<file path="src/rtl/core/bbk_pkg.sv">
// ----------------------------------------------------------------------------
// bbk_pkg
// Shared types, Q30 constants and constant-time helpers for the blackbody
// kelvin-to-RGB pipeline.
// ----------------------------------------------------------------------------
`default_nettype none

package bbk_pkg;

    // Output format default
    localparam int OUT_FRAC_BITS_DEF = 12;

    // Pipeline geometry
    localparam int LOG_STEPS = 30;   // fraction bits of log2, one cell each
    localparam int EXP_TERMS = 21;   // Taylor terms, one cell each
    localparam int EXP_LAT   = 3;    // register stages in one exp cell

    // Q30 constants
    localparam logic [30:0] ONE_Q30     = 31'h4000_0000;
    localparam logic [29:0] LN2_Q30     = 30'd744261118;
    localparam logic [28:0] GRN_LO_GAIN = 29'd418846906;
    localparam logic [32:0] GRN_LO_BIAS = 33'd678434584;
    localparam logic [29:0] BLU_GAIN    = 30'd583263849;
    localparam logic [32:0] BLU_BIAS    = 33'd1284468048;
    localparam logic [30:0] RED_HI_GAIN = 31'd1388279659;
    localparam logic [27:0] RED_HI_EXP  = 28'd143027521;
    localparam logic [30:0] GRN_HI_GAIN = 31'd1213211074;
    localparam logic [26:0] GRN_HI_EXP  = 27'd81083452;

    // Kelvin limits and branch points
    localparam logic [15:0] K_MIN     = 16'd1000;
    localparam logic [15:0] K_MAX     = 16'd40000;
    localparam logic [15:0] K_LO_TOP  = 16'd6600;
    localparam logic [15:0] K_BLU_OFF = 16'd1900;
    localparam logic [15:0] K_HI_OFS  = 16'd6000;
    localparam logic [15:0] K_BLU_OFS = 16'd1000;

    // Mantissa and partial log2 handed into the log chain
    typedef struct packed {
        logic [30:0] m;
        logic [33:0] res;
    } norm_t;

    // Side data riding along the log chain
    typedef struct packed {
        logic lo;
        logic bz;
    } lsb_t;

    // Side data riding along the exp chain
    typedef struct packed {
        logic        lo;
        logic        bz;
        logic [32:0] g_lo;
        logic [32:0] b_lo;
        logic [1:0]  wr;
        logic [1:0]  wg;
    } xsb_t;

    // Normalize n to [1,2) in Q30; exponent goes to the integer part of res
    function automatic norm_t norm_q30(input logic [15:0] n);
        norm_t       o;
        logic [3:0]  e;
        e = '0;
        for (int i = 0; i < 16; i++)
        begin
            if (n[i])
                e = 4'(i);
        end
        o.m   = 31'({15'd0, n} << (5'd30 - {1'b0, e}));
        o.res = {e, 30'd0};
        return o;
    endfunction

    // Elaboration-time log2 in Q30, same rounds as the hardware chain
    function automatic logic [33:0] log2_q30_const(input logic [15:0] n);
        logic [63:0] m;
        norm_t       nm;
        logic [33:0] res;
        nm  = norm_q30(n);
        m   = 64'(nm.m);
        res = nm.res;
        for (int i = 29; i >= 0; i--)
        begin
            m = (m * m) >> 30;
            if (m >= 64'h8000_0000)
            begin
                m      = m >> 1;
                res[i] = 1'b1;
            end
        end
        return res;
    endfunction

endpackage

`default_nettype wire

</file>
<file path="src/rtl/core/bbk_exp_cell.sv">
// ----------------------------------------------------------------------------
// bbk_exp_cell
// One Taylor term of exp(z): term = (term * z >> 30) / IDX, added to the
// running sum. Three register stages: product, reciprocal, correction.
// ----------------------------------------------------------------------------
`default_nettype none

module bbk_exp_cell #(
    parameter int IDX = 1
) (
    input  logic        clk,
    input  logic        en,
    input  logic [30:0] term_in,
    input  logic [31:0] sum_in,
    input  logic [29:0] z_in,
    output logic [30:0] term_out,
    output logic [31:0] sum_out,
    output logic [29:0] z_out
);
    import bbk_pkg::*;

    // floor((2^32-1)/IDX): estimate is low by at most one
    localparam logic [31:0] REC = 32'(64'hFFFF_FFFF / IDX);
    localparam logic [29:0] DIV = 30'(IDX);

    logic [60:0] prod;
    logic [29:0] x_next;
    logic [61:0] qprod;
    logic [29:0] q_next;
    logic [34:0] qi;
    logic [29:0] rem;
    logic [29:0] t_fix;
    logic [30:0] term_next;
    logic [31:0] sum_next;

    logic [29:0] x_a_reg;
    logic [29:0] z_a_reg;
    logic [31:0] sum_a_reg;
    logic [29:0] q_b_reg;
    logic [29:0] x_b_reg;
    logic [29:0] z_b_reg;
    logic [31:0] sum_b_reg;
    logic [30:0] term_reg;
    logic [31:0] sum_reg;
    logic [29:0] z_reg;

    // stage a: term * z
    assign prod   = 61'(term_in) * 61'(z_in);
    assign x_next = prod[59:30];

    // stage b: quotient estimate
    assign qprod  = 62'(x_a_reg) * 62'(REC);
    assign q_next = qprod[61:32];

    // stage c: one correction step, then accumulate
    always_comb
    begin
        qi        = 35'(q_b_reg) * 35'(DIV);
        rem       = x_b_reg - qi[29:0];
        t_fix     = (rem >= DIV) ? (q_b_reg + 30'd1) : q_b_reg;
        term_next = {1'b0, t_fix};
        sum_next  = sum_b_reg + 32'(t_fix);
    end

    always_ff @(posedge clk)
    begin
        if (en)
        begin
            x_a_reg   <= x_next;
            z_a_reg   <= z_in;
            sum_a_reg <= sum_in;
            q_b_reg   <= q_next;
            x_b_reg   <= x_a_reg;
            z_b_reg   <= z_a_reg;
            sum_b_reg <= sum_a_reg;
            term_reg  <= term_next;
            sum_reg   <= sum_next;
            z_reg     <= z_b_reg;
        end
    end

    assign term_out = term_reg;
    assign sum_out  = sum_reg;
    assign z_out    = z_reg;

endmodule

`default_nettype wire

</file>
<file path="config.mk">
export PLATFORM = sky130hd
export DESIGN_NAME = bbk_exp_cell
export DESIGN_NICKNAME = d
export VERILOG_FILES = /design/src/rtl/core/bbk_pkg.sv /design/src/rtl/core/bbk_exp_cell.sv
export SDC_FILE = /design/constraint.sdc
export NUM_CORES = 2
export LEC_CHECK = 0
export CORE_MARGIN = 3
export CORE_UTILIZATION = 45
export DETAILED_ROUTE_END_ITERATION = 12
export DONT_BUFFER_PORTS = 1
export PLACE_DENSITY = 0.72
export SLEW_MARGIN = 10
export SYNTH_ARGS = -nofsm -noshare
export SYNTH_HDL_FRONTEND = slang
export SYNTH_SLANG_ARGS = --single-unit
</file>
<file path="constraint.sdc">
create_clock -name clk -period 11.7 [get_ports clk]
set_clock_uncertainty 0.05 [all_clocks]
set_input_delay 0.585 -clock clk [delete_from_list [all_inputs] [get_ports clk]]
set_output_delay 0.585 -clock clk [all_outputs]
set_load 0.01 [all_outputs]
</file>
==> flow_summary.ini <==
[global_routing]
grt_overflow = 0
antenna_found_initial = 11
grt_pass1_vias = 38819
grt_pass1_wl_um = 221000
grtUsageTotal_pct = 23.3
grt_max_degree = 307

[timing]
post-route-period-util_pct = 81.2
period_needed_ns = 9.50
whs_ns = 0.0287
hold_violations = 0
setup_viol = 0
layout_setup_ws_ns = 2.20
fin_setup_tns_ns = 0
tightest_slew_ns = 0.938
max_freq_ghz = 0.105
maxSlewViolCount = 0
slew_headroom_pct = 37.3
grt_setup_unrepaired = false

[min_path]
whs_path_depth = 0
hp-start = z_in[29]
hp-class = in -> reg

[synth]
synthSimpleGateAreaFrac_pct = 12.6
synth_edf_count = 306
netlist_area_um2 = 53500
synth.area.mux_share_pct = 0.171
synth_nets = 6885
synth.avg_cell_area_um2 = 10.3
yosys_warnings = 0
ys_seq_area_share_pct = 17.2
ys_ff_latch = 306
syn_inst = 5175
synthAdderAreaFrac_pct = 52.6
synth_top_family_by_area = adder cells
synth-main-ff-cell = edfxtp_1
synth_cell_types = 74
synthXorXnorAreaFrac_pct = 2.60
synth-compound-area-share_pct = 5.19
async_flop_share_pct = 0

[clock_network]
cts_made_buffers = 31
cts_tree = yes
cts-resized-gates = 0
postCtsSetupBuffers = 0
clockRootBuffer = clkbuf_16
clock_latency_ns = 0.61
cts.sinks = 306
holdBufCountCts = 16
h-tree-depth = 1
cts.clk_slew.worst_paths_ns = 0.07
cts_buffer_depth = 3

[critical_path]
critPathLaunch = x_a_reg[12]
crit_arrival_ns = 9.82
reg2reg_depth = 28
path_class = reg -> reg
max_stage_delay_ns = 0.87
critPathCaptureType = flip-flop
cpMaxStageDelayCell = fa_1
rr_startpoint = x_a_reg[12]
crit_fanout = 9
cp.required_ns = 12.02
worstSetupStartpointType = flip-flop

[floorplanning]
rows = 125
io_pins = 188
die_area_um2 = 123000
die_h_um = 351
die_w_um = 351
initial_utilization_pct = 45.7
core_um2 = 117000

[routing]
viasPerCell = 5.44
drc = 0
wl_per_cell_um = 21.3
antenna_left = 0
vias = 35777
wl_um = 140000
drtIter0Drc = 2676
drt_pass1_iterations = 6

[placed_design]
routabilityCongestion = 0.911
hpwl_um = 104000
io_buffers = 0
dp_slack_ns = 2.24

[run]
drv_cap = 0

[finish]
drive_gt1_share_pct = 1.47
nets = 6733
area_growth_pct = 4.44
n_fill_cell = 10576

[run_status]
status = completed
==> cell families after synthesis <==
| group | count (synthesis) |
|---|---|
| multiplexers | 9 |
| flip-flops | 306 |
| AO/OA/AOI/OAI | 421 |
| AND/OR/NAND/NOR | 1291 |
| other | 1 |
| buffers and inverters | 1371 |
| adder cells (fa/ha/maj) | 1617 |
| XOR/XNOR | 159 |
==> final timing paths <==
kind,endpoint,slack [ns]
setup reg to reg,q_b_reg[24],2.20
hold reg to reg,z_b_reg[2],0.37
hold / removal,z_a_reg[29],0.03
setup / recovery,q_b_reg[24],2.20
==> metrics by stage <==
step / util (%) / instances / area [um^2]
floorplan: - / 5175 / 53500
global route: 47.7 / 6571 / 55900
global placement: 46.7 / 6498 / 54700
detailed placement: 46.7 / 6498 / 54700
CTS: 47.7 / 6571 / 55900
finish: 47.7 / 6572 / 55900
==> synth_stat cells, types with 4 or more instances <==
cell | count | area, um^2
inv_1 | 1167 | 4380
o21ai_0 | 68 | 340
o21bai_1 | 16 | 120
nor4_1 | 12 | 75.1
o211ai_1 | 7 | 52.6
a311oi_1 | 4 | 35.0
nor2b_1 | 22 | 138
nand3_1 | 32 | 160
edfxtp_1 | 306 | 9190
and2_1 | 551 | 3450
a221oi_1 | 4 | 35.0
a221o_1 | 4 | 40.0
a211oi_1 | 20 | 150
a21oi_1 | 125 | 626
nand2b_1 | 9 | 56.3
nand4_1 | 25 | 156
a22oi_1 | 4 | 30.0
xnor2_1 | 113 | 990
a31oi_1 | 14 | 87.6
xor2_1 | 46 | 403
or2_2 | 8 | 50.1
and3_1 | 19 | 119
ha_1 | 556 | 6960
o21a_1 | 17 | 128
clkbuf_1 | 200 | 751
o41ai_1 | 5 | 43.8
nand3b_1 | 4 | 30.0
or3_1 | 7 | 43.8
mux2i_1 | 8 | 80.1
a21o_1 | 80 | 601
o31ai_1 | 7 | 52.6
and4_1 | 6 | 52.6
o2111ai_1 | 5 | 43.8
nor2_1 | 80 | 300
nor3_1 | 31 | 155
fa_1 | 1059 | 21200
nand2_1 | 465 | 1750
nor3b_1 | 4 | 30.0
==> metal layers <==
metal / GRT usage (%) / vias up / part of all wire [%]
met5: 0 / - / 0.013
met1: 30.8 / 18449 / 40
met4: 6.96 / 2 / 3.4
met2: 39.4 / 1437 / 48
met3: 3.81 / 286 / 8.3
li1: - / 15603 / -
==> layout make-up <==
class                   count  area (um^2)  share of cell area [%]
diodes                      1         2.50                 0.00447
clock inverters            21          279                   0.499
clock buffers              36          795                    1.42
flip-flops and latches    306         9190                    16.4
repair buffers             19          183                   0.327
multi-input cells        3498        39200                    70.1
well taps                1524         1910                    3.41
inverters                1167         4380                    7.83
==> cells in the final DEF, fill, tap and decap left out, types with 17 or more instances in the layout <==
master     netlist  routed
xor2_1          46      46
ha_1           556     556
nand3_1         32      32
nand2_1        465     465
nor3_1          31      31
and2_1         551     551
clkbuf_16        0      31
and3_1          19      19
inv_1         1167    1167
nand4_1         25      25
xnor2_1        113     113
fa_1          1059    1059
a211oi_1        20      20
nor2_1          80      80
o21ai_0         68      68
a21oi_1        125     125
a21o_1          80      80
o21a_1          17      17
nor2b_1         22      22
edfxtp_1       306     306
==> worst max-delay path, delay by kind of cell (launching register included) <==
kind,cells,cell delay [ns]
adder cells (fa/ha/maj),8,4.60
flip-flops,1,0.40
AND/OR/NAND/NOR,3,0.58
buffers and inverters,7,0.65
XOR/XNOR,3,1.17
AO/OA/AOI/OAI,7,1.78
Power is left out: the tool's default activity adds up to more than one toggle a clock period on the data nets, which glitch-free logic cannot reach.
