$ cat src/rtl/core/bbk_pkg.sv
// ----------------------------------------------------------------------------
// bbk_pkg
// Shared types, Q30 constants and constant-time helpers for the blackbody
// kelvin-to-RGB pipeline.
// ----------------------------------------------------------------------------
`default_nettype none

package bbk_pkg;

    // Output format default
    localparam int OUT_FRAC_BITS_DEF = 12;

    // Pipeline geometry
    localparam int LOG_STEPS = 30;   // fraction bits of log2, one cell each
    localparam int EXP_TERMS = 21;   // Taylor terms, one cell each
    localparam int EXP_LAT   = 3;    // register stages in one exp cell

    // Q30 constants
    localparam logic [30:0] ONE_Q30     = 31'h4000_0000;
    localparam logic [29:0] LN2_Q30     = 30'd744261118;
    localparam logic [28:0] GRN_LO_GAIN = 29'd418846906;
    localparam logic [32:0] GRN_LO_BIAS = 33'd678434584;
    localparam logic [29:0] BLU_GAIN    = 30'd583263849;
    localparam logic [32:0] BLU_BIAS    = 33'd1284468048;
    localparam logic [30:0] RED_HI_GAIN = 31'd1388279659;
    localparam logic [27:0] RED_HI_EXP  = 28'd143027521;
    localparam logic [30:0] GRN_HI_GAIN = 31'd1213211074;
    localparam logic [26:0] GRN_HI_EXP  = 27'd81083452;

    // Kelvin limits and branch points
    localparam logic [15:0] K_MIN     = 16'd1000;
    localparam logic [15:0] K_MAX     = 16'd40000;
    localparam logic [15:0] K_LO_TOP  = 16'd6600;
    localparam logic [15:0] K_BLU_OFF = 16'd1900;
    localparam logic [15:0] K_HI_OFS  = 16'd6000;
    localparam logic [15:0] K_BLU_OFS = 16'd1000;

    // Mantissa and partial log2 handed into the log chain
    typedef struct packed {
        logic [30:0] m;
        logic [33:0] res;
    } norm_t;

    // Side data riding along the log chain
    typedef struct packed {
        logic lo;
        logic bz;
    } lsb_t;

    // Side data riding along the exp chain
    typedef struct packed {
        logic        lo;
        logic        bz;
        logic [32:0] g_lo;
        logic [32:0] b_lo;
        logic [1:0]  wr;
        logic [1:0]  wg;
    } xsb_t;

    // Normalize n to [1,2) in Q30; exponent goes to the integer part of res
    function automatic norm_t norm_q30(input logic [15:0] n);
        norm_t       o;
        logic [3:0]  e;
        e = '0;
        for (int i = 0; i < 16; i++)
        begin
            if (n[i])
                e = 4'(i);
        end
        o.m   = 31'({15'd0, n} << (5'd30 - {1'b0, e}));
        o.res = {e, 30'd0};
        return o;
    endfunction

    // Elaboration-time log2 in Q30, same rounds as the hardware chain
    function automatic logic [33:0] log2_q30_const(input logic [15:0] n);
        logic [63:0] m;
        norm_t       nm;
        logic [33:0] res;
        nm  = norm_q30(n);
        m   = 64'(nm.m);
        res = nm.res;
        for (int i = 29; i >= 0; i--)
        begin
            m = (m * m) >> 30;
            if (m >= 64'h8000_0000)
            begin
                m      = m >> 1;
                res[i] = 1'b1;
            end
        end
        return res;
    endfunction

endpackage

`default_nettype wire

$ cat src/rtl/core/bbk_log_cell.sv
// ----------------------------------------------------------------------------
// bbk_log_cell
// One squaring round of the log2 chain: squares the mantissa and resolves
// one fraction bit of the result.
// ----------------------------------------------------------------------------
`default_nettype none

module bbk_log_cell #(
    parameter int BIT = 29
) (
    input  logic        clk,
    input  logic        en,
    input  logic [30:0] m_in,
    input  logic [33:0] res_in,
    output logic [30:0] m_out,
    output logic [33:0] res_out
);
    import bbk_pkg::*;

    logic [61:0] sq;
    logic [31:0] sq_q30;
    logic [30:0] m_next;
    logic [33:0] res_next;
    logic [30:0] m_reg;
    logic [33:0] res_reg;

    // square, renormalize when the mantissa reaches two
    always_comb
    begin
        sq       = 62'(m_in) * 62'(m_in);
        sq_q30   = sq[61:30];
        res_next = res_in;
        if (sq_q30[31])
        begin
            m_next        = sq_q30[31:1];
            res_next[BIT] = 1'b1;
        end
        else
        begin
            m_next = sq_q30[30:0];
        end
    end

    always_ff @(posedge clk)
    begin
        if (en)
        begin
            m_reg   <= m_next;
            res_reg <= res_next;
        end
    end

    assign m_out   = m_reg;
    assign res_out = res_reg;

endmodule

`default_nettype wire

$ cat config.mk
export PLATFORM = sky130hd
export DESIGN_NAME = bbk_log_cell
export DESIGN_NICKNAME = d
export VERILOG_FILES = /design/src/rtl/core/bbk_pkg.sv /design/src/rtl/core/bbk_log_cell.sv
export SDC_FILE = /design/constraint.sdc
export NUM_CORES = 2
export LEC_CHECK = 0
export BUFFER_PORTS_ARGS = -buffer_cell sky130_fd_sc_hd__buf_2
export CORE_UTILIZATION = 30
export CTS_BUF_LIST = sky130_fd_sc_hd__clkbuf_8
export DETAILED_ROUTE_END_ITERATION = 8
export RECOVER_POWER = 100
export SYNTH_ARGS = -nofsm -noshare
export SYNTH_HDL_FRONTEND = slang
export SYNTH_SLANG_ARGS = --single-unit
$ cat constraint.sdc
create_clock -name clk -period 27.3 [get_ports clk]
set_input_delay 5.46 -clock clk [delete_from_list [all_inputs] [get_ports clk]]
set_output_delay 5.46 -clock clk [all_outputs]
set_load 0.02 [all_outputs]
==> flow_summary.html <==
<table>
<tr><th>Metric</th><th>Value</th></tr>
<tr><th colspan="2">Die</th></tr>
<tr><td>Number of placement rows</td><td>113</td></tr>
<tr><td>Die area</td><td>98300 um^2</td></tr>
<tr><td>Area inside the core boundary</td><td>between 90000 and 100000 um^2</td></tr>
<tr><td># IOs</td><td>132</td></tr>
<tr><td>Die outline height</td><td>314 um</td></tr>
<tr><td>Initial core utilization</td><td>30.5%</td></tr>
<tr><td>Chip Width</td><td>approximately 310 um</td></tr>
<tr><th colspan="2">CTS</th></tr>
<tr><td>Clock-pin slew on the worst setup and hold paths</td><td>0.08 ns</td></tr>
<tr><td>TritonCTS clock tree</td><td>done</td></tr>
<tr><td>Hold buffer count at cts</td><td>0</td></tr>
<tr><td>Clock sink total</td><td>65</td></tr>
<tr><td>Library cell used as clock root buffer</td><td>clkbuf_8</td></tr>
<tr><td>CTS HTree Levels</td><td>3</td></tr>
<tr><td>Max clock buf depth</td><td>2</td></tr>
<tr><td>PostCTS Resize Cnt</td><td>0</td></tr>
<tr><td>Post-CTS setup-driven buffer insertion count</td><td>0</td></tr>
<tr><td>TritonCTS buffer count</td><td>9</td></tr>
<tr><th colspan="2">Global routing</th></tr>
<tr><td>Final global-route overflow total</td><td>0</td></tr>
<tr><td>GRT Total Usage</td><td>15.6%</td></tr>
<tr><td>First-pass GRT wire length</td><td>120000 um</td></tr>
<tr><td>Number of global-route vias before repair</td><td>22200</td></tr>
<tr><td>Pin count of the biggest net entering global routing</td><td>66</td></tr>
<tr><td>Number of antenna violations at the first check in global routing</td><td>5</td></tr>
<tr><th colspan="2">Route</th></tr>
<tr><td>Avg WL per Cell</td><td>16.9 um</td></tr>
<tr><td>DRC viols</td><td>0</td></tr>
<tr><td>Wire length reported by the detailed router</td><td>72300 um</td></tr>
<tr><td>Count of TritonRoute iterations in the first routing pass</td><td>5</td></tr>
<tr><td>Initial detailed-routing violation count</td><td>between 900 and 1000</td></tr>
<tr><td>Via Count</td><td>19300</td></tr>
<tr><td>ANT nets after route</td><td>0</td></tr>
<tr><td>Via-per-instance ratio</td><td>4.50</td></tr>
<tr><th colspan="2">Critical path</th></tr>
<tr><td>Worst path buffer plus inverter count</td><td>5</td></tr>
<tr><td>Type of origin of the critical path</td><td>input pin</td></tr>
<tr><td>Critical path fanouts, max</td><td>between 40 and 50</td></tr>
<tr><td>Top cell family by delay on the critical path</td><td>adder cells</td></tr>
<tr><td>Data arrival time of the critical path</td><td>17.25 ns</td></tr>
<tr><td>Largest incremental delay on the critical path</td><td>1.39 ns</td></tr>
<tr><td>Data required time at the worst endpoint</td><td>roughly 27 ns</td></tr>
<tr><td>Most frequent CP cell</td><td>fa_1</td></tr>
<tr><td>Kind of critical path</td><td>input pin to flop</td></tr>
<tr><td>Crit path capture type</td><td>flop</td></tr>
<tr><td>Critical path's slowest cell</td><td>clkbuf_1</td></tr>
<tr><th colspan="2">Yosys</th></tr>
<tr><td>Simple-gate share of the synthesized area</td><td>10.0%</td></tr>
<tr><td>Most used flip-flop cell after synthesis</td><td>edfxtp_1</td></tr>
<tr><td>Mux contribution to synthesized area</td><td>1.07%</td></tr>
<tr><td>Number of warning messages in the yosys log</td><td>0</td></tr>
<tr><td>Dominant cells by area after synthesis</td><td>fa_1, inv_1, ha_1</td></tr>
<tr><td>Synth async-reset ratio</td><td>0%</td></tr>
<tr><td>Cell area after synthesis</td><td>29100 um^2</td></tr>
<tr><td>Area share of fa/ha/maj cells after synthesis</td><td>62.9%</td></tr>
<tr><td>Compound-gate portion of the synthesized area</td><td>4.05%</td></tr>
<tr><td>Most repeated cell in the gate-level netlist after synthesis</td><td>inv_1</td></tr>
<tr><td>Post-synthesis cell count</td><td>2960</td></tr>
<tr><td>Biggest area consumer among synthesized cells</td><td>fa_1</td></tr>
<tr><td>Mean instance size in the synthesized netlist</td><td>9.84 um^2</td></tr>
<tr><td>Dominant combinational cell family by area after synthesis</td><td>adder cells</td></tr>
<tr><td>Number of nets in the synthesized netlist</td><td>around 4000</td></tr>
<tr><td>Synth cell count leaders</td><td>inv_1, fa_1, nand2_1</td></tr>
<tr><td>Number of library cell types mapped by synthesis</td><td>68</td></tr>
<tr><td>Parity-gate share of the synthesized area counting xor and xnor cells</td><td>1.71%</td></tr>
<tr><td>Register area share after synthesis</td><td>6.70%</td></tr>
<tr><td>Top-area cell type share of the netlist area</td><td>51.4%</td></tr>
<tr><td>Number of register bits inferred by synthesis</td><td>65</td></tr>
<tr><td>Post-synth EDFFs</td><td>65</td></tr>
<tr><th colspan="2">Hold path</th></tr>
<tr><td>Hold WC Path Type</td><td>input pin to flop</td></tr>
<tr><th colspan="2">Timing</th></tr>
<tr><td>Total count of max-transition violations in the final report</td><td>134</td></tr>
<tr><td>Relative slew margins</td><td>-133%</td></tr>
<tr><td>Final critical-path setup slack</td><td>about 10 ns</td></tr>
<tr><td>Fin Setup TNS</td><td>0 ns</td></tr>
<tr><td>Highest attainable clock frequency</td><td>58.0 MHz</td></tr>
<tr><td>Final hold violations</td><td>0</td></tr>
<tr><td>Final clock period utilization by the worst path</td><td>63.2%</td></tr>
<tr><td># setup viols final</td><td>0</td></tr>
<tr><td>Setup repair after global routing missed its margin</td><td>false</td></tr>
<tr><td>Actual slew at the worst max-slew pin</td><td>3.49 ns</td></tr>
<tr><td>Min Clock Period, post-route</td><td>17.25 ns</td></tr>
<tr><th colspan="2">Finish</th></tr>
<tr><td>Net count, final</td><td>4096</td></tr>
<tr><td>Share of final-layout standard cells stronger than drive strength 1</td><td>5.07%</td></tr>
<tr><td>Total non-filler cell area in the finished layout</td><td>31100 um^2</td></tr>
<tr><td>Synthesis-to-finish area growth</td><td>6.87%</td></tr>
<tr><th colspan="2">Placed design</th></tr>
<tr><td>Number of port buffers</td><td>around 130</td></tr>
<tr><td>Routability cong.</td><td>0.878</td></tr>
<tr><td>Worst setup timing slack at the placement stage</td><td>11.92 ns</td></tr>
<tr><td>Post-place instance area</td><td>31000 um^2</td></tr>
<tr><td>Estimated wirelength of the detail-placed design</td><td>between 50000 and 60000 um</td></tr>
<tr><th colspan="2">Flow run</th></tr>
<tr><td># Max-Cap Violations</td><td>3</td></tr>
<tr><th colspan="2">Outcome</th></tr>
<tr><td>Run status</td><td>complete, but fails checks</td></tr>
<tr><td>Failing checks</td><td>max-capacitance violations, max-slew violations</td></tr>
</table>
-- worst paths after layout --
path                  cells past startpoint  startpoint          end
worst max-delay path                     25    m_in[15]    m_out[20]
worst min-delay path                      1  res_in[21]  res_out[21]
-- registers in the layout (all words and copies together) (netlist names) --
| register | flops |
|---|---|
| m_out | 31 |
| res_out | 34 |
-- per-layer routing --
layer  wire length (um)  up-vias  GRT usage, %
li1                   -     8708             -
met1              30100    10000          19.9
met2              36900      436          28.0
met3               3570      116          2.02
met4               1710        0          3.23
met5                  0        -             0
-- cells by family (layout without fill, tap and decap cells) --
group,count (synthesis),after routing
multiplexers,28,28
AO/OA/AOI/OAI,176,176
adder cells (fa/ha/maj),1016,1016
other,0,2
XOR/XNOR,57,57
AND/OR/NAND/NOR,599,599
buffers and inverters,1019,1077
flip-flops,65,65
-- per-stage QoR --
| stage | util, % | cells | hold slack (ns) |
|---|---|---|---|
| finish | 32.6 | 4285 | 5.28 |
| global route | 32.6 | 4283 | 5.25 |
| detailed placement | 32.4 | 4267 | 5.64 |
| global placement | 32.4 | 4267 | 5.64 |
| CTS | 32.6 | 4283 | 5.26 |
| floorplan | - | 2960 | 5.56 |
-- area by class of cell --
type	count	area (um^2)
diodes	2	5.00
clock buffers	9	124
clock inverters	7	95.1
fillers	10100	64500
inverters	913	3430
multi-input cells	1876	23200
flip-flops and latches	65	1950
well taps	1265	1580
repair buffers	148	693
-- cell usage in the layout (no fill, tap or decap), types with 31 or more instances in the layout --
cell,n
a21oi_1,53
inv_1,912
edfxtp_1,65
ha_1,269
buf_2,65
xnor2_1,31
fa_1,747
and2_1,191
nor2_1,50
nand2_1,287
clkbuf_1,68
Power is not shown: default switching activity piles up to over one toggle a cycle in this logic, so the estimate is an artifact.
